[src/rtl/dns_a_record_response_parser_top_macros.svh]
// ----------------------------------------------------------------------------
// DNS A-record parser assertion macros
// Shared concurrent assertion forms, clocked on clk and held off in reset.
// ----------------------------------------------------------------------------
`ifndef DNS_A_RECORD_RESPONSE_PARSER_TOP_MACROS_SVH
`define DNS_A_RECORD_RESPONSE_PARSER_TOP_MACROS_SVH

// same-cycle implication
`define DNSARP_ASSERT_IMP(name, ante, cons) \
    name: assert property (@(posedge clk) disable iff (!rst_n) (ante) |-> (cons)) \
        else $error("dnsarp: same-cycle check failed");

// next-cycle implication
`define DNSARP_ASSERT_NXT(name, ante, cons) \
    name: assert property (@(posedge clk) disable iff (!rst_n) (ante) |=> (cons)) \
        else $error("dnsarp: next-cycle check failed");

`endif

[src/rtl/dnsarp_pkg.sv]
// ----------------------------------------------------------------------------
// DNS A-record parser package
// Payload types, configuration indexes and protocol constants.
// ----------------------------------------------------------------------------
package dnsarp_pkg;

    localparam int MAX_DATAGRAM = 512;
    localparam int POS_W        = $clog2(MAX_DATAGRAM + 1);
    localparam int HEADER_BYTES = 12;
    localparam int FIXED_BYTES  = 10;

    localparam logic [15:0] FLAGS_MASK   = 16'hFB0F;
    localparam logic [15:0] FLAGS_EXPECT = 16'h8100;
    localparam logic [1:0]  LABEL_PTR    = 2'b11;
    localparam logic [1:0]  LABEL_LEN    = 2'b00;

    localparam int CFG_IDX_W  = 1;
    localparam int CFG_DATA_W = 16;
    localparam logic [CFG_IDX_W-1:0] CFG_EXPECTED_ID    = 1'b0;
    localparam logic [CFG_IDX_W-1:0] CFG_QUESTION_BYTES = 1'b1;

    typedef struct packed {
        logic       req_type;
        logic [7:0] data_byte;
        logic       last_byte;
    } req_t;

    typedef struct packed {
        logic        found;
        logic [31:0] address;
    } rsp_t;

    typedef struct packed {
        logic valid;
        rsp_t data;
    } res_t;

endpackage

[src/rtl/dnsarp_parse.sv]
// ----------------------------------------------------------------------------
// DNS A-record parser byte engine
// Per-byte header check, question skip and answer walk; at most one verdict per datagram.
// ----------------------------------------------------------------------------
module dnsarp_parse (
    input  logic                                clk,
    input  logic                                rst_n,
    input  logic                                cfg_we,
    input  logic [dnsarp_pkg::CFG_IDX_W-1:0]    cfg_index,
    input  logic [dnsarp_pkg::CFG_DATA_W-1:0]   cfg_data,
    input  logic                                take,
    input  dnsarp_pkg::req_t                    req,
    output dnsarp_pkg::res_t                    res
);

    typedef enum logic [2:0] {
        PH_HEADER,
        PH_QUESTION,
        PH_NAME,
        PH_LABEL,
        PH_POINTER,
        PH_FIXED,
        PH_RDATA,
        PH_DONE
    } phase_t;

    typedef enum logic [1:0] {
        OC_PENDING,
        OC_FOUND,
        OC_FAILED,
        OC_IGNORED
    } outcome_t;

    localparam int PW = dnsarp_pkg::POS_W;

    logic [15:0]   exp_id_reg,  exp_id_next;
    logic [8:0]    qbytes_reg,  qbytes_next;
    logic          armed_reg,   armed_next;
    logic [PW-1:0] pos_reg,     pos_next;
    phase_t        phase_reg,   phase_next;
    logic [7:0]    prev_reg,    prev_next;
    logic [15:0]   ans_reg,     ans_next;
    logic [15:0]   skip_reg,    skip_next;
    logic          type_a_reg,  type_a_next;
    logic          class_in_reg, class_in_next;
    logic [15:0]   dlen_reg,    dlen_next;
    logic [31:0]   addr_reg,    addr_next;
    outcome_t      outcome_reg, outcome_next;

    logic [7:0]  b;
    logic [15:0] w;
    logic [15:0] ans_dec;
    logic        found_w;

    assign b       = req.data_byte;
    assign w       = {prev_reg, b};
    assign ans_dec = ans_reg - 16'd1;

    always_comb
    begin
        exp_id_next   = exp_id_reg;
        qbytes_next   = qbytes_reg;
        armed_next    = armed_reg;
        pos_next      = pos_reg;
        phase_next    = phase_reg;
        prev_next     = prev_reg;
        ans_next      = ans_reg;
        skip_next     = skip_reg;
        type_a_next   = type_a_reg;
        class_in_next = class_in_reg;
        dlen_next     = dlen_reg;
        addr_next     = addr_reg;
        outcome_next  = outcome_reg;
        found_w       = 1'b0;
        res.valid     = 1'b0;
        res.data      = '0;

        if (cfg_we)
        begin
            if (cfg_index == dnsarp_pkg::CFG_EXPECTED_ID)
            begin
                exp_id_next = cfg_data[15:0];
            end
            else if (cfg_index == dnsarp_pkg::CFG_QUESTION_BYTES)
            begin
                qbytes_next = cfg_data[8:0];
            end
        end

        if (take)
        begin
            if (req.req_type)
            begin
                armed_next    = 1'b1;
                pos_next      = '0;
                phase_next    = PH_HEADER;
                prev_next     = '0;
                ans_next      = '0;
                skip_next     = '0;
                type_a_next   = 1'b0;
                class_in_next = 1'b0;
                dlen_next     = '0;
                addr_next     = '0;
                outcome_next  = OC_PENDING;
            end
            else if (armed_reg)
            begin
                if (pos_reg < PW'(dnsarp_pkg::MAX_DATAGRAM))
                begin
                    pos_next  = pos_reg + PW'(1);
                    prev_next = b;
                    case (phase_reg)
                        PH_HEADER:
                        begin
                            if (pos_reg == PW'(1))
                            begin
                                if (w != exp_id_reg)
                                begin
                                    outcome_next = OC_IGNORED;
                                end
                            end
                            else if (pos_reg == PW'(3))
                            begin
                                if (outcome_reg == OC_PENDING &&
                                    (w & dnsarp_pkg::FLAGS_MASK) != dnsarp_pkg::FLAGS_EXPECT)
                                begin
                                    outcome_next = OC_FAILED;
                                end
                            end
                            else if (pos_reg == PW'(5))
                            begin
                                if (outcome_reg == OC_PENDING && w != 16'd1)
                                begin
                                    outcome_next = OC_FAILED;
                                end
                            end
                            else if (pos_reg == PW'(7))
                            begin
                                ans_next = w;
                                if (outcome_reg == OC_PENDING && w == 16'd0)
                                begin
                                    outcome_next = OC_FAILED;
                                end
                            end
                            else if (pos_reg == PW'(dnsarp_pkg::HEADER_BYTES - 1))
                            begin
                                if (outcome_reg != OC_PENDING)
                                begin
                                    phase_next = PH_DONE;
                                end
                                else if (qbytes_reg == 9'd0)
                                begin
                                    phase_next = PH_NAME;
                                end
                                else
                                begin
                                    skip_next  = 16'(qbytes_reg);
                                    phase_next = PH_QUESTION;
                                end
                            end
                        end
                        PH_QUESTION, PH_LABEL:
                        begin
                            skip_next = skip_reg - 16'd1;
                            if (skip_reg == 16'd1)
                            begin
                                phase_next = PH_NAME;
                            end
                        end
                        PH_NAME:
                        begin
                            if (b == 8'd0)
                            begin
                                skip_next  = '0;
                                phase_next = PH_FIXED;
                            end
                            else if (b[7:6] == dnsarp_pkg::LABEL_PTR)
                            begin
                                phase_next = PH_POINTER;
                            end
                            else if (b[7:6] == dnsarp_pkg::LABEL_LEN)
                            begin
                                skip_next  = 16'(b);
                                phase_next = PH_LABEL;
                            end
                            else
                            begin
                                outcome_next = OC_FAILED;
                                phase_next   = PH_DONE;
                            end
                        end
                        PH_POINTER:
                        begin
                            skip_next  = '0;
                            phase_next = PH_FIXED;
                        end
                        PH_FIXED:
                        begin
                            skip_next = skip_reg + 16'd1;
                            if (skip_reg == 16'd1)
                            begin
                                type_a_next = (w == 16'd1);
                            end
                            else if (skip_reg == 16'd3)
                            begin
                                class_in_next = (w == 16'd1);
                            end
                            else if (skip_reg == 16'(dnsarp_pkg::FIXED_BYTES - 1))
                            begin
                                dlen_next = w;
                                if (w == 16'd0)
                                begin
                                    ans_next = ans_dec;
                                    if (ans_dec == 16'd0)
                                    begin
                                        outcome_next = OC_FAILED;
                                        phase_next   = PH_DONE;
                                    end
                                    else
                                    begin
                                        phase_next = PH_NAME;
                                    end
                                end
                                else
                                begin
                                    skip_next  = w;
                                    addr_next  = '0;
                                    phase_next = PH_RDATA;
                                end
                            end
                        end
                        PH_RDATA:
                        begin
                            addr_next = {addr_reg[23:0], b};
                            skip_next = skip_reg - 16'd1;
                            if (skip_reg == 16'd1)
                            begin
                                if (type_a_reg && class_in_reg && dlen_reg == 16'd4)
                                begin
                                    outcome_next = OC_FOUND;
                                    phase_next   = PH_DONE;
                                end
                                else
                                begin
                                    ans_next = ans_dec;
                                    if (ans_dec == 16'd0)
                                    begin
                                        outcome_next = OC_FAILED;
                                        phase_next   = PH_DONE;
                                    end
                                    else
                                    begin
                                        phase_next = PH_NAME;
                                    end
                                end
                            end
                        end
                        default:
                        begin
                        end
                    endcase
                end

                if (req.last_byte)
                begin
                    if (pos_next >= PW'(dnsarp_pkg::HEADER_BYTES) &&
                        outcome_next != OC_IGNORED)
                    begin
                        found_w          = (outcome_next == OC_FOUND);
                        armed_next       = 1'b0;
                        res.valid        = 1'b1;
                        res.data.found   = found_w;
                        res.data.address = found_w ? addr_next : 32'd0;
                    end
                    pos_next      = '0;
                    phase_next    = PH_HEADER;
                    prev_next     = '0;
                    ans_next      = '0;
                    skip_next     = '0;
                    type_a_next   = 1'b0;
                    class_in_next = 1'b0;
                    dlen_next     = '0;
                    addr_next     = '0;
                    outcome_next  = OC_PENDING;
                end
            end
        end
    end

    always_ff @(posedge clk or negedge rst_n)
    begin
        if (!rst_n)
        begin
            exp_id_reg   <= '0;
            qbytes_reg   <= 9'd5;
            armed_reg    <= 1'b0;
            pos_reg      <= '0;
            phase_reg    <= PH_HEADER;
            prev_reg     <= '0;
            ans_reg      <= '0;
            skip_reg     <= '0;
            type_a_reg   <= 1'b0;
            class_in_reg <= 1'b0;
            dlen_reg     <= '0;
            addr_reg     <= '0;
            outcome_reg  <= OC_PENDING;
        end
        else
        begin
            exp_id_reg   <= exp_id_next;
            qbytes_reg   <= qbytes_next;
            armed_reg    <= armed_next;
            pos_reg      <= pos_next;
            phase_reg    <= phase_next;
            prev_reg     <= prev_next;
            ans_reg      <= ans_next;
            skip_reg     <= skip_next;
            type_a_reg   <= type_a_next;
            class_in_reg <= class_in_next;
            dlen_reg     <= dlen_next;
            addr_reg     <= addr_next;
            outcome_reg  <= outcome_next;
        end
    end

`include "dns_a_record_response_parser_top_macros.svh"

    `DNSARP_ASSERT_IMP(a_res_needs_armed_byte, res.valid, take && armed_reg && !req.req_type)
    `DNSARP_ASSERT_NXT(a_res_disarms, res.valid, !armed_reg)
    `DNSARP_ASSERT_IMP(a_fail_zero_addr, res.valid && !res.data.found, res.data.address == 32'd0)
    `DNSARP_ASSERT_IMP(a_pos_bound, 1'b1, pos_reg <= PW'(dnsarp_pkg::MAX_DATAGRAM))
    `DNSARP_ASSERT_NXT(a_arm_restarts, take && req.req_type, armed_reg && pos_reg == '0)

endmodule

[src/rtl/dnsarp_out.sv]
// ----------------------------------------------------------------------------
// DNS A-record parser result buffer
// Two-entry output register with skid slot between the engine and the response channel.
// ----------------------------------------------------------------------------
module dnsarp_out (
    input  logic             clk,
    input  logic             rst_n,
    input  dnsarp_pkg::res_t res,
    output logic             space,
    output logic             rsp_valid,
    input  logic             rsp_ready,
    output dnsarp_pkg::rsp_t rsp
);

    logic             v0_reg, v0_next;
    logic             v1_reg, v1_next;
    dnsarp_pkg::rsp_t d0_reg, d0_next;
    dnsarp_pkg::rsp_t d1_reg, d1_next;
    logic             pop;

    assign pop       = v0_reg && rsp_ready;
    assign space     = !v1_reg;
    assign rsp_valid = v0_reg;
    assign rsp       = d0_reg;

    always_comb
    begin
        v0_next = v0_reg;
        v1_next = v1_reg;
        d0_next = d0_reg;
        d1_next = d1_reg;
        if (pop)
        begin
            v0_next = v1_reg;
            d0_next = d1_reg;
            v1_next = 1'b0;
        end
        if (res.valid)
        begin
            if (!v0_next)
            begin
                v0_next = 1'b1;
                d0_next = res.data;
            end
            else
            begin
                v1_next = 1'b1;
                d1_next = res.data;
            end
        end
    end

    always_ff @(posedge clk or negedge rst_n)
    begin
        if (!rst_n)
        begin
            v0_reg <= 1'b0;
            v1_reg <= 1'b0;
        end
        else
        begin
            v0_reg <= v0_next;
            v1_reg <= v1_next;
        end
    end

    always_ff @(posedge clk)
    begin
        d0_reg <= d0_next;
        d1_reg <= d1_next;
    end

endmodule

[src/rtl/dns_a_record_response_parser_top.sv]
// A datagram's verdict is registered in the result buffer when its final byte is taken.
// Throughput: one byte or arm request per cycle while the result buffer has space;
//   the parse engine updates all field state in a single pass per byte.
// The two-entry result buffer keeps req_ready high while one verdict waits.
// Reset: asynchronous, active low; disarmed, expected_id 0, question_bytes 5.
// ----------------------------------------------------------------------------
// DNS A-record response parser top level
// Parses a DNS response byte stream and reports the first A/IN address.
// ----------------------------------------------------------------------------
module dns_a_record_response_parser_top (
    input  logic                                clk,
    input  logic                                rst_n,
    input  logic                                cfg_we,
    input  logic [dnsarp_pkg::CFG_IDX_W-1:0]    cfg_index,
    input  logic [dnsarp_pkg::CFG_DATA_W-1:0]   cfg_data,
    input  logic                                req_valid,
    output logic                                req_ready,
    input  dnsarp_pkg::req_t                    req,
    output logic                                rsp_valid,
    input  logic                                rsp_ready,
    output dnsarp_pkg::rsp_t                    rsp
);

    dnsarp_pkg::res_t res;
    logic             space;

    assign req_ready = space;

    dnsarp_parse u_parse (
        .clk       (clk),
        .rst_n     (rst_n),
        .cfg_we    (cfg_we),
        .cfg_index (cfg_index),
        .cfg_data  (cfg_data),
        .take      (req_valid && space),
        .req       (req),
        .res       (res)
    );

    dnsarp_out u_out (
        .clk       (clk),
        .rst_n     (rst_n),
        .res       (res),
        .space     (space),
        .rsp_valid (rsp_valid),
        .rsp_ready (rsp_ready),
        .rsp       (rsp)
    );

endmodule

[config.mk]
export PLATFORM = sky130hd
export DESIGN_NAME = dns_a_record_response_parser_top
export DESIGN_NICKNAME = d
export VERILOG_FILES = /design/src/rtl/dnsarp_pkg.sv /design/src/rtl/dnsarp_parse.sv /design/src/rtl/dnsarp_out.sv /design/src/rtl/dns_a_record_response_parser_top.sv
export VERILOG_INCLUDE_DIRS = /design/src /design/src/rtl
export SDC_FILE = /design/constraint.sdc
export NUM_CORES = 1
export LEC_CHECK = 0
export ABC_CLOCK_PERIOD_IN_PS = 8500
export BUFFER_PORTS_ARGS = -buffer_cell sky130_fd_sc_hd__buf_2
export CORE_ASPECT_RATIO = 1.75
export CORE_UTILIZATION = 60
export CTS_BUF_LIST = sky130_fd_sc_hd__clkbuf_8
export DETAILED_ROUTE_END_ITERATION = 6
export PLACE_DENSITY_LB_ADDON = 0.15
export SLEW_MARGIN = 20
export SYNTH_ARGS = -nofsm -noshare
export SYNTH_HDL_FRONTEND = slang
export SYNTH_SLANG_ARGS = --single-unit
[constraint.sdc]
create_clock -name clk -period 8.5 [get_ports clk]
set_input_delay 1.7 -clock clk [delete_from_list [all_inputs] [get_ports clk]]
set_output_delay 1.7 -clock clk [all_outputs]
set_load 0.02 [all_outputs]
==> results.md, run 1 <==
| Metric | This run |
|:---|:---|
| Core outline area | 18,100 sq um |
| Maximum fanout along the worst path | 31 |
| Delay of the slowest cell on the worst path | 0.65 ns |
| Most Frequent Cell on Critical Path | nand2_1 |
| Mean area per synthesized cell | 9.42 sq um |
| Initial core utilization | 0.613 |
| Final worst path period need | 4.84 ns |
| Relative area change from synthesis to final layout | 6.63% |
| Antenna cells | 0 |
| Post-synthesis share of cell area spent on xor and xnor gates | 0.0230 |
| Number of sinks driven by the clock tree | 199 |
| Crit path buf inv count | 2 |
| Average wire length per cell after detail routing | 22.7 um |
| Port Buffer Count | 66 |
| Crit path kind | input port to register |
| Critical Path End Type | register |
| Area fraction in compound gates after synthesis | 0.249 |
| Depth of the most critical reg-to-reg path | 9 |
| FF+latch area | 4980 sq um |
| Failing checks | DRC |
| Area of the mapped netlist | 11,100 sq um |
| Final standard cell count with taps included and fillers excluded | 1,424 |
| RSZ-0062 raised after global routing | no |
| Number of global-route vias before repair | 9,457 |
| Count of boundary I/O pins | 67 |
| Cell count after placement | 1,392 |
| Yosys Warn Count | 0 |
| Max rail drop VDD | 0.171 mV |
| Post-detailed-placement half-perimeter wirelength | 22.7 mm |
| Post_cts resized | 0 |
| Final core utilization | 0.653 |
| Die area | 19,000 sq um |
| Status | complete, but fails checks |
| Total track usage | 0.348 |
| Floorplan die width | 105 um |
| Number of buffers added to fix hold violations after cts | 0 |
| Flop2flop setup slack | 4.13 ns |
| Clock edge transition at the registers on the reported setup and hold paths | 0.10 ns |
| Normalized max-slew margin | 0.280 |
| Antenna violations before repair | 0 |
| Placer Congestion | 1.06 |
| Max Cap Viol | 0 |
| Max-slew violations | 0 |
| Leakage power of the design | 4.78 nW |
| Final Routed Wirelength | 32.3 mm |
| Post-synthesis adder-cell area fraction | 0.00792 |
| #FFs+latches synth | 199 |
| # rows | 65 |
| Sequential share of the synthesized area | 0.450 |
| Netlist cell types | 81 |
| Worst reg2reg path startpoint | u_parse.ans_reg[0] |
| Final setup violation count | 0 |
| Proportion of netlist area held by the largest area contributor | 0.296 |
| Grt ovf | 0 |
| DR iter-0 viols | 627 |
| Standard cell with the maximum stage delay on the critical path | nand2_1 |
| Total number of vias | 9,633 |
| Post-synthesis cell type with the largest combined area | dfrtp_1 |
| Critical path required time | 8.92 ns |
| Cell-by-cell listing of the critical path | buf_2, or4_1, nor4_4, nor3_1, nor2_2, or3_1, buf_4, nand2_1, nand2_1, a22o_1 |
| Root Driver | clkbuf_8 |
| Post-synth EDFFs | 33 |
| Fraction of synthesis flops using an asynchronous set or reset pin | 0.668 |
| Critical register-to-register path endpoint | u_out.d1_reg[7] |
| Number of DRC violations after detailed routing | 7 |
| Worst Hold Class | register to register |
| Wire length of the first global-routing pass | 51.3 mm |
| Critical path launch point type | input port |
| Portion of the clock cycle consumed by the worst path in the final layout | 0.570 |
| Data arrival time of the critical path | 5.27 ns |
| Number of cells on the worst hold path | 2 |
| Nets in the synthesized netlist | 1,214 |
| Total CTS buffers | 17 |
| Multiplexer area fraction after synthesis | 0.0590 |
| Power density over the cells | 236 nW/um^2 |
| Buffers inserted by post-CTS timing repair | 0 |
| Vertical die dimension | 182 um |
| Detailed Routing Iterations Pass 1 | 7 |
| Hold endpoint | u_parse.dlen_reg[14] |
| Skew final | 0.0232 ns |
| Synthesized instance count | 1,175 |
| Worst Hold Slack | 0.492 ns |
| Clock latency of the later-clocked register in the worst-skew pair | 0.49 ns |
| Post-route ant nets | 0 |
| Dominant combinational cell family by area after synthesis | compound AO/OA/AOI/OAI gates |
| Startpoint of the lowest-slack hold path | u_parse.dlen_reg[14] |
| Maximum clock insertion buffer count | 2 |
| Number of hold violations in the final report | 0 |
| Slew @ Worst Pin | 1.07 ns |
| Fraction of layout cells with a size suffix above 1 | 0.144 |
| Detailed-route vias per instance | 6.76 |
| Sum of negative setup slack | 0 ns |
| Top_reg_cell synth | dfrtp_1 |
| Category of cells accounting for the largest share of critical-path delay | simple AND/OR/NAND/NOR gates |
| Clock tree from TritonCTS | done |
| Cell types occupying the most area after synthesis | dfrtp_1, edfxtp_1, dfxtp_1 |
| Post-Synth Simple-Gate Area | 0.165 |
| Final-layout fill cell count | 1,540 |
| Area of the multi-input gates | 5590 sq um |
| Maximum number of pins on one net before global-route repair | 74 |
| Final net count | 1,216 |
| Max frequency | 206 MHz |
| Clock H-tree levels | 4 |
## report_power, final
part           switching (mW)  internal [mW]
sequential              0.125           1.02
clock                   0.378          0.244
combinational           0.681          0.336
total                    1.18           1.60
## worst max path at each step
stage               startpoint              endpoint  slack (ns)  depth (start not counted)
floorplan               req[1]       u_out.d1_reg[0]        3.44                         10
global placement        req[5]  u_parse.addr_reg[18]        3.27                         10
detailed placement      req[5]  u_parse.addr_reg[25]        3.21                         10
CTS                     req[5]   u_parse.addr_reg[0]        3.71                         10
global route            req[5]  u_parse.addr_reg[28]        3.43                         10
finish                  req[5]  u_parse.addr_reg[29]        3.66                         10
## cell type report
class                   instances  share of cell area
multi-input cells             856               0.474
flip-flops and latches        199               0.422
repair buffers                 82              0.0387
well taps                     234              0.0248
clock buffers                  17              0.0198
clock inverters                15              0.0137
inverters                      21             0.00668
## tightest hold or removal path, cell delays in order, from the launching register on
cell and delay, ns:
dfrtp_1 0.36, nand2_1 0.05, o21ai_0 0.06
## synth_stat cells, types with 10 or more instances
cell type	number
a211o_1	27
or3_1	10
nor2_1	91
o21ai_0	97
edfxtp_1	33
mux2_2	26
dfxtp_1	33
buf_2	14
dfrtp_1	131
or4_1	14
nor3_1	30
a22o_1	28
o21ai_1	12
o22ai_1	30
mux2i_1	36
inv_1	20
xnor2_1	23
nand2_1	108
nand3_1	23
a21oi_1	39
o31a_1	26
nor4_1	20
clkbuf_1	76
nand4_1	11
a22oi_1	37
## layer usage
metal	vias up	routed length, um	track usage
li1	4427	-	-
met1	4630	11400	0.373
met2	434	16800	0.627
met3	142	1880	0.0553
met4	0	2190	0.233
met5	-	0	0
## stage by stage
stage | total power, mW | cell area, sq um | worst slack [ns]
after floorplan | 1.86 | 11100 | 3.44
after global placement | 2.13 | 11400 | 3.27
after detailed placement | 2.14 | 11400 | 3.21
after CTS | 2.75 | 11800 | 3.71
after global routing | 2.91 | 11800 | 3.43
final | 2.79 | 11800 | 3.66
## cell families (layout without fill, tap and decap cells)
| kind of cell | count (synthesis) | after routing |
|---|---|---|
| flip-flops | 199 | 199 |
| AND/OR/NAND/NOR | 365 | 365 |
| multiplexers | 62 | 62 |
| buffers and inverters | 120 | 135 |
| XOR/XNOR | 29 | 29 |
| adder cells (fa/ha/maj) | 7 | 7 |
| AO/OA/AOI/OAI | 393 | 393 |
## placed cells by master, fill, tap and decap left out, drive strengths merged, types with 6 or more instances in the layout
cell type	n
a22o	28
xnor2	23
o31a	26
and2	6
nand4	11
nor4	22
inv	29
o22ai	31
a31oi	9
dfxtp	33
buf	82
a21o	8
a32oi	7
or3	10
mux2	26
dfrtp	131
nand3	24
or2	7
o31ai	9
nor2b	7
o21a	6
mux2i	36
and3	7
o32ai	9
clkbuf	17
nand2	108
a221oi	6
o21ai	109
a22oi	37
edfxtp	33
nor3	30
nand2b	7
o2bb2ai	8
a211o	27
nor2	92
xor2	6
ha	7
a21oi	41
or4	16
Power figures use the tool's default switching activity.
==> run 2, diff against run 1 <==
--- a/config.mk
+++ b/config.mk
@@ -6,10 +6,11 @@
 export SDC_FILE = /design/constraint.sdc
 export NUM_CORES = 1
 export LEC_CHECK = 0
-export ABC_CLOCK_PERIOD_IN_PS = 8500
+export ABC_AREA = 1
+export ABC_CLOCK_PERIOD_IN_PS = 4380
 export BUFFER_PORTS_ARGS = -buffer_cell sky130_fd_sc_hd__buf_2
 export CORE_ASPECT_RATIO = 1.75
-export CORE_UTILIZATION = 60
+export CORE_UTILIZATION = 57
 export CTS_BUF_LIST = sky130_fd_sc_hd__clkbuf_8
 export DETAILED_ROUTE_END_ITERATION = 6
 export PLACE_DENSITY_LB_ADDON = 0.15
==> constraint.sdc (replaced) <==
create_clock -name clk -period 4.38 [get_ports clk]
set_input_delay 0.876 -clock clk [delete_from_list [all_inputs] [get_ports clk]]
set_output_delay 0.876 -clock clk [all_outputs]
set_load 0.02 [all_outputs]
==> run 2 against run 1 <==
  * Non-clock buffer count is 1 higher
  * Clock power increased by 88%
  * First-iteration DRC count rose by 4.6%
  * Via count rose by 1.6%
  * Sequential power is 67% higher
  * Design area down 1.1%
  * Combinational power is 85% lower
  * Cell count rose by 19%
  * Critical path depth grew 7
  * The run now ends clean
  * Clock skew shrank 0.0030 ns
  * Register-to-register slack lost 3.3 ns
==> results.md, run 2 <==
| Metric | This run | vs previous |
|:---|:---|:---|
| Post-Synth Simple-Gate Area | 0.282 | was 0.165 |
| Antenna violations before repair | 1 | was 0 |
| Die area | 19,400 sq um | was 19,000 sq um |
| Cell count after placement | 1,668 | was 1,392 |
| Average wire length per cell after detail routing | 18.6 um | was 22.7 um |
| Root Driver | clkbuf_8 | unchanged |
| Wire length of the first global-routing pass | 49.3 mm | was 51.3 mm |
| Number of global-route vias before repair | 9,508 | was 9,457 |
| Nets in the synthesized netlist | 1,438 | was 1,214 |
| Detailed Routing Iterations Pass 1 | 7 | unchanged |
| Final setup violation count | 0 | unchanged |
| Relative area change from synthesis to final layout | 8.76% | was 6.63% |
| Detailed-route vias per instance | 5.76 | was 6.76 |
| Clock latency of the later-clocked register in the worst-skew pair | 0.49 ns | about the same |
| Skew final | 0.0201 ns | was 0.0232 ns |
| Clock tree from TritonCTS | done | unchanged |
| Most Frequent Cell on Critical Path | nand2_1 | unchanged |
| Core outline area | 18,500 sq um | was 18,100 sq um |
| Maximum clock insertion buffer count | 2 | unchanged |
| Final Routed Wirelength | 31.6 mm | was 32.3 mm |
| Final standard cell count with taps included and fillers excluded | 1,700 | was 1,424 |
| Netlist cell types | 54 | was 81 |
| Commonest cells in the synthesized netlist | nand2_1, nor2_1, o21ai_0, dfrtp_1, inv_1 | was dfrtp_1, nand2_1, o21ai_0, nor2_1, clkbuf_1 |
| Power density over the cells | 278 nW/um^2 | was 236 nW/um^2 |
| Maximum fanout along the worst path | 33 | was 31 |
| Post-synthesis adder-cell area fraction | 0.00816 | was 0.00792 |
| Post-synthesis share of cell area spent on xor and xnor gates | 0.0285 | was 0.0230 |
| Critical Path End Type | register | unchanged |
| Critical path required time | 4.50 ns | was 8.92 ns |
| Port Buffer Count | 66 | unchanged |
| Cell-by-cell listing of the critical path | inv_1, ha_1, nand2_2, o21ai_1, nand2_1, nor2_1, nand3_1, nor2_2, nand3_1, nand2_1, nand2_1, nand2_1, a21oi_4, nand2_4, nand3_4, nor2_2, buf_4 | was buf_2, or4_1, nor4_4, nor3_1, nor2_2, or3_1, buf_4, nand2_1, nand2_1, a22o_1 |
| Delay of the slowest cell on the worst path | 0.44 ns | was 0.65 ns |
| Floorplan die width | 106 um | was 105 um |
| Number of sinks driven by the clock tree | 199 | unchanged |
| Top_reg_cell synth | dfrtp_1 | unchanged |
| Buffers inserted by post-CTS timing repair | 0 | unchanged |
| Worst Hold Class | input port to asynchronous set/reset pin | was register to register |
| Count of boundary I/O pins | 67 | unchanged |
| Cell types occupying the most area after synthesis | dfrtp_1, nand2_1, edfxtp_1 | was dfrtp_1, edfxtp_1, dfxtp_1 |
| Top library cells by usage in the layout, fill and taps aside | nand2_1, nor2_1, o21ai_0 | was dfrtp_1, nand2_1, o21ai_0 |
| Crit path depth | 17 | was 10 |
| Mean area per synthesized cell | 7.67 sq um | was 9.42 sq um |
| Grt ovf | 0 | unchanged |
| Vertical die dimension | 183 um | was 182 um |
| Post-detailed-placement half-perimeter wirelength | 22.9 mm | was 22.7 mm |
| Depth of the most critical reg-to-reg path | 17 | was 9 |
| Least setup slack across all paths after layout | 0.876 ns | was 3.66 ns |
| Fraction of layout cells with a size suffix above 1 | 0.110 | was 0.144 |
| Crit path kind | register to register | was input port to register |
| Post-synthesis cell type with the largest combined area | dfrtp_1 | unchanged |
| Data arrival time of the critical path | 3.63 ns | was 5.27 ns |
| Crit path buf inv count | 2 | unchanged |
| Fraction of synthesis flops using an asynchronous set or reset pin | 0.668 | unchanged |
| Critical path launch point type | register | was input port |
| Final worst path period need | 3.50 ns |  |
| # rows | 66 | was 65 |
| Maximum number of pins on one net before global-route repair | 80 | was 74 |
| Number of buffers added to fix hold violations after cts | 0 | unchanged |
| Slew @ Worst Pin | 0.967 ns | was 1.07 ns |
| RSZ-0062 raised after global routing | no | unchanged |
| DR iter-0 viols | 656 | was 627 |
| Final net count | 1,488 | was 1,216 |
| Standard cell with the maximum stage delay on the critical path | buf_4 | was nand2_1 |
| Yosys Warn Count | 0 | unchanged |
| Placer Congestion | 0.965 | was 1.06 |
| Synthesized instance count | 1,399 | was 1,175 |
| Max frequency | 285 MHz |  |
| Clock edge transition at the registers on the reported setup and hold paths | 0.10 ns | about the same |
| Total track usage | 0.336 | was 0.348 |
| Normalized max-slew margin | 0.354 | was 0.280 |
| Leakage power of the design | 5.37 nW | was 4.78 nW |
| Status | complete, no violations | was complete, but fails checks |
| Sum of negative setup slack | 0 ns | unchanged |
| Multiplexer area fraction after synthesis | 0.0126 | was 0.0590 |
| Dominant combinational cell family by area after synthesis | simple AND/OR/NAND/NOR gates | was compound AO/OA/AOI/OAI gates |
| Area fraction in compound gates after synthesis | 0.138 | was 0.249 |
| Sequential share of the synthesized area | 0.464 | was 0.450 |
| Number of DRC violations after detailed routing | 0 | was 7 |
| Total number of vias | 9,784 | was 9,633 |
| Max Cap Viol | 0 | unchanged |
| Clock H-tree levels | 4 | unchanged |
| Portion of the clock cycle consumed by the worst path in the final layout | 0.800 |  |
| Post-route ant nets | 0 | unchanged |
| Max rail drop VDD | 0.194 mV | was 0.171 mV |
| Post-synth EDFFs | 33 | unchanged |
| Total CTS buffers | 17 | unchanged |
| Number of hold violations in the final report | 0 | unchanged |
| Antenna cells | 0 | unchanged |
| Post-Place Worst Slack | 0.544 ns | was 3.21 ns |
| Post_cts resized | 0 | unchanged |
| Initial core utilization | 0.580 | was 0.613 |
| #FFs+latches synth | 199 | unchanged |
| Proportion of netlist area held by the largest area contributor | 0.306 | was 0.296 |
| Max-slew violations | 0 | unchanged |
| Area of the mapped netlist | 10,700 sq um | was 11,100 sq um |
| Category of cells accounting for the largest share of critical-path delay | simple AND/OR/NAND/NOR gates | unchanged |
| Cell with the most instances after synthesis | nand2_1 | was dfrtp_1 |
| Commonest non-fill, non-tap cell in the layout | nand2_1 | was dfrtp_1 |
==> run 2: changes by cell type after synthesis, moves of 19 or more <==
cell      delta
a22o_1      -28
a211o_1     -27
inv_1      +102
nand3_1     +39
a21oi_1     -19
o21ai_0     +39
nor2_1      +48
nand2_1    +326
mux2i_1     -36
clkbuf_1    -39
o31a_1      -26
==> run 2: logic make-up after synthesis <==
family | count (synthesis)
buffers and inverters | 183
AND/OR/NAND/NOR | 717
AO/OA/AOI/OAI | 247
adder cells (fa/ha/maj) | 7
flip-flops | 199
XOR/XNOR | 34
multiplexers | 12
==> run 2: per-layer routing <==
metal  part of all wire  routed length (um)  GRT usage
met3              0.042                1330     0.0539
met5            0.00038                  12          0
met1               0.35               11200      0.340
met4              0.087                2740      0.287
met2               0.52               16300      0.597
==> run 2: area by class of cell <==
type / count / area, sq um
clock buffer: 18 / 248
clock inverter: 14 / 138
fill: 1710 / 6830
inverter: 131 / 492
multi-input combinational: 1017 / 5030
sequential: 199 / 4980
tap: 238 / 298
timing repair buffer: 83 / 477
==> run 2: per-stage QoR <==
stage,hold WS [ns],utilization,instance area [sq um],power [mW]
4_1_cts,0.347,0.631,11700,3.27
3_3_place_gp,0.472,0.610,11300,2.11
5_1_grt,0.359,0.631,11700,3.36
6_report,0.342,0.631,11700,3.25
3_5_place_dp,0.476,0.610,11300,2.11
2_1_floorplan,0.453,-,10700,2.03
==> run 2: worst paths after layout <==
check	from	to	slack [ns]
setup / recovery	u_parse.ans_reg[0]	u_out.d1_reg[0]	0.88
hold / removal	rst_n	u_parse.exp_id_reg[6]	0.34
setup reg to reg	u_parse.ans_reg[0]	u_out.d1_reg[0]	0.88
hold reg to reg	u_parse.qbytes_reg[5]	u_parse.qbytes_reg[5]	0.50
max in group asynchronous	rst_n	u_parse.exp_id_reg[14]	3.19
min in group clk	u_parse.qbytes_reg[5]	u_parse.qbytes_reg[5]	0.50
==> run 2: worst register-to-register path: cells and delay by family, from the launching register on <==
family | cells | cell delay [ns]
AND/OR/NAND/NOR | 12 | 1.48
buffers and inverters | 2 | 0.62
flip-flops | 1 | 0.41
AO/OA/AOI/OAI | 2 | 0.25
adder cells (fa/ha/maj) | 1 | 0.35
==> run 2: power by group <==
| group | total (mW) | switching (mW) | leakage (nW) | internal [mW] |
|---|---|---|---|---|
| logic | 0.149 | 0.0962 | 3.12 | 0.0532 |
| registers | 1.92 | 0.0232 | 2.04 | 1.90 |
| clock network | 1.17 | 0.655 | 0.206 | 0.518 |
| total | 3.25 | 0.775 | 5.37 | 2.47 |
==> run 3, diff against run 2 <==
--- a/config.mk
+++ b/config.mk
@@ -7,7 +7,7 @@
 export NUM_CORES = 1
 export LEC_CHECK = 0
 export ABC_AREA = 1
-export ABC_CLOCK_PERIOD_IN_PS = 4380
+export ABC_CLOCK_PERIOD_IN_PS = 2850
 export BUFFER_PORTS_ARGS = -buffer_cell sky130_fd_sc_hd__buf_2
 export CORE_ASPECT_RATIO = 1.75
 export CORE_UTILIZATION = 57
==> constraint.sdc (replaced) <==
create_clock -name clk -period 2.85 [get_ports clk]
set_input_delay 0.57 -clock clk [delete_from_list [all_inputs] [get_ports clk]]
set_output_delay 0.57 -clock clk [all_outputs]
set_load 0.02 [all_outputs]
==> run 3 against run 2 <==
  * Register-to-register slack worse by 0.84 ns
  * Flip-flop and latch count stayed put
  * Power is 59% higher
  * Fmax is 25% higher
  * Routed wire length is 4.1% higher
  * Global-route usage is 0.066 points lower
  * Largest cell class unchanged
==> results.md, run 3 (synthesis gave the netlist of run 2 again) <==
| Metric | This run | vs previous |
|:---|:---|:---|
| Top library cells by usage in the layout, fill and taps aside | nand2_1, o21ai_0, dfrtp_1 | was nand2_1, nor2_1, o21ai_0 |
| Least setup slack across all paths after layout | 0.0366 ns | was 0.876 ns |
| Core outline area | 18,500 sq um | unchanged |
| Power density over the cells | 404 nW/um^2 | was 278 nW/um^2 |
| Critical path required time | 3.07 ns | was 4.50 ns |
| Grt ovf | 0 | unchanged |
| Max-slew violations | 0 | unchanged |
| Maximum clock insertion buffer count | 2 | unchanged |
| Routed length on met1 | 11.4 mm | was 11.2 mm |
| Slew @ Worst Pin | 0.981 ns | was 0.967 ns |
| Data arrival time of the critical path | 3.03 ns | was 3.63 ns |
| Count of boundary I/O pins | 67 | unchanged |
| Maximum fanout along the worst path | 6 | was 33 |
| Critical register-to-register path endpoint | u_out.d1_reg[10] | was u_out.d1_reg[0] |
| Floorplan die width | 106 um | unchanged |
| Number of hold violations in the final report | 0 | unchanged |
| Max frequency | 355 MHz | was 285 MHz |
| Relative area change from synthesis to final layout | 18.9% | was 8.76% |
| Total track usage | 0.336 | about the same |
| Critical Path End Type | register | unchanged |
| Final Routed Wirelength | 32.8 mm | was 31.6 mm |
| Final worst path period need | 2.81 ns | was 3.50 ns |
| Vertical die dimension | 183 um | unchanged |
| Commonest non-fill, non-tap cell in the layout | nand2_1 | unchanged |
| Max Cap Viol | 0 | unchanged |
| Status | complete, no violations | unchanged |
| Clock tree from TritonCTS | done | unchanged |
| Root Driver | clkbuf_8 | unchanged |
| Number of global-route vias before repair | 9,817 | was 9,508 |
| Portion of the clock cycle consumed by the worst path in the final layout | 0.987 | was 0.800 |
| Die area | 19,400 sq um | unchanged |
| Skew final | 0.0148 ns | was 0.0201 ns |
| Post-detailed-placement half-perimeter wirelength | 24.2 mm | was 22.9 mm |
| Placer Congestion | 1.03 | was 0.965 |
| Metal3 WL | 1.12 mm | was 1.33 mm |
| # rows | 66 | unchanged |
| Worst Hold Slack | 0.0475 ns | was 0.342 ns |
| Fraction of layout cells with a size suffix above 1 | 0.190 | was 0.110 |
| Flop2flop setup slack | 0.04 ns | was 0.88 ns |
| Max rail drop VDD | 0.363 mV | was 0.194 mV |
| Clock edge transition at the registers on the reported setup and hold paths | 0.10 ns | about the same |
| Final-layout fill cell count | 1,571 | was 1,710 |
| Average wire length per cell after detail routing | 18.3 um | was 18.6 um |
| Maximum number of pins on one net before global-route repair | 58 | was 80 |
| Normalized max-slew margin | 0.342 | was 0.354 |
| Detailed-route vias per instance | 5.72 | was 5.76 |
| Total CTS buffers | 17 | unchanged |
| Detailed Routing Iterations Pass 1 | 5 | was 7 |
| Crit path kind | register to register | unchanged |
| Post-Place Worst Slack | 0.0124 ns | was 0.544 ns |
| Final net count | 1,577 | was 1,488 |
| Initial core utilization | 0.580 | unchanged |
| Total met2 wirelength after detailed routing | 17.7 mm | was 16.3 mm |
| RSZ-0062 raised after global routing | yes | was no |
| Worst reg2reg path startpoint | u_parse.ans_reg[1] | was u_parse.ans_reg[0] |
| Leakage power of the design | 5.94 nW | was 5.37 nW |
| Sum of negative setup slack | 0 ns | unchanged |
| DR iter-0 viols | 714 | was 656 |
| Port Buffer Count | 66 | unchanged |
| Clock H-tree levels | 4 | unchanged |
| Antenna violations before repair | 0 | was 1 |
| Critical path launch point type | register | unchanged |
| Highest layer used for signal routing | met4 | was met5 |
| Number of DRC violations after detailed routing | 0 | unchanged |
| Total number of vias | 10.2k | was 9,784 |
| Clock latency of the later-clocked register in the worst-skew pair | 0.50 ns | was 0.49 ns |
| Number of sinks driven by the clock tree | 199 | unchanged |
| Post-route ant nets | 0 | unchanged |
| Final setup violation count | 0 | unchanged |
| Depth of the most critical reg-to-reg path | 18 | was 17 |
| Worst Hold Class | input port to asynchronous set/reset pin | unchanged |
| Wire length of the first global-routing pass | 49.4 mm | was 49.3 mm |
[run 3: cell count changes in the layout (fill, tap and decap cells not counted), moves of 6 or more]
cell / previous run / this run
buf_4: 16 / 88
nor2_1: 137 / 121
nor2_2: 10 / 20
buf_12: 1 / 9
inv_1: 126 / 118
nand2_1: 434 / 428
nor2_4: 4 / 10
[run 3: per-stage QoR]
step / cell area [sq um] / total power [mW] / util / cells
2_1_floorplan: 10700 / 3.12 / - / 1399
3_3_place_gp: 11900 / 3.26 / 0.644 / 1737
3_5_place_dp: 11900 / 3.27 / 0.644 / 1737
4_1_cts: 12300 / 5.20 / 0.667 / 1769
5_1_grt: 12800 / 5.33 / 0.690 / 1789
6_report: 12800 / 5.16 / 0.690 / 1790
[run 3: power breakdown]
group | internal (mW) | total [mW] | switching [mW] | leakage, nW
Combinational | 0.0939 | 0.247 | 0.153 | 3.69
Sequential | 2.92 | 2.96 | 0.0428 | 2.04
Clock | 0.890 | 1.95 | 1.06 | 0.212
Total | 3.90 | 5.16 | 1.25 | 5.94
[run 3: cell type report]
class | instances | area, sq um | share of cell area
antenna | 1 | 2.50 | 0.000196
multi-input combinational | 1017 | 5210 | 0.408
clock inverter | 15 | 193 | 0.0151
sequential | 199 | 4990 | 0.391
timing repair buffer | 172 | 1340 | 0.105
inverter | 131 | 492 | 0.0385
tap | 238 | 298 | 0.0233
clock buffer | 17 | 234 | 0.0183
[run 3: worst max-delay path, cell delays in order (launching register included)]
cell and delay (ns):
dfrtp_1 0.44, inv_2 0.10, ha_4 0.19, nand2_4 0.09, nand2_2 0.07, nand2_2 0.05, nor2_1 0.11, nand2_1 0.09
nor2_1 0.09, nand2_1 0.09, nor2_4 0.16, nand4_4 0.11, a21oi_2 0.20, a21oi_4 0.09, nand2_4 0.07, nand3_4 0.10
nor2_4 0.17, buf_12 0.15, clkbuf_16 0.14
[run 3: worst max path at each step]
stage,start,end,cells past startpoint
detailed placement,req[7],u_out.d1_reg[31],13
finish,u_parse.ans_reg[1],u_out.d1_reg[10],18
CTS,u_parse.ans_reg[0],u_out.d1_reg[28],17
global placement,u_parse.ans_reg[0],u_out.d1_reg[30],17
floorplan,u_parse.ans_reg[1],u_out.d1_reg[0],16
global route,u_parse.ans_reg[1],u_out.d1_reg[4],20
[run 3: timing repair]
action | in CTS | in global routing
hold buffers | 0 | 0
setup buffers | 0 | 13
setup endpoints to repair | 17 | 119
cloned | 0 | 7
resized for setup | 1 | 54
pin swaps | 1 | 21
[run 3: metal layers]
| layer | vias to the layer above | GRT usage |
|---|---|---|
| li1 | 4917 | - |
| met1 | 4826 | 0.339 |
| met2 | 358 | 0.623 |
| met3 | 143 | 0.0486 |
| met4 | 0 | 0.239 |
| met5 | - | 0 |
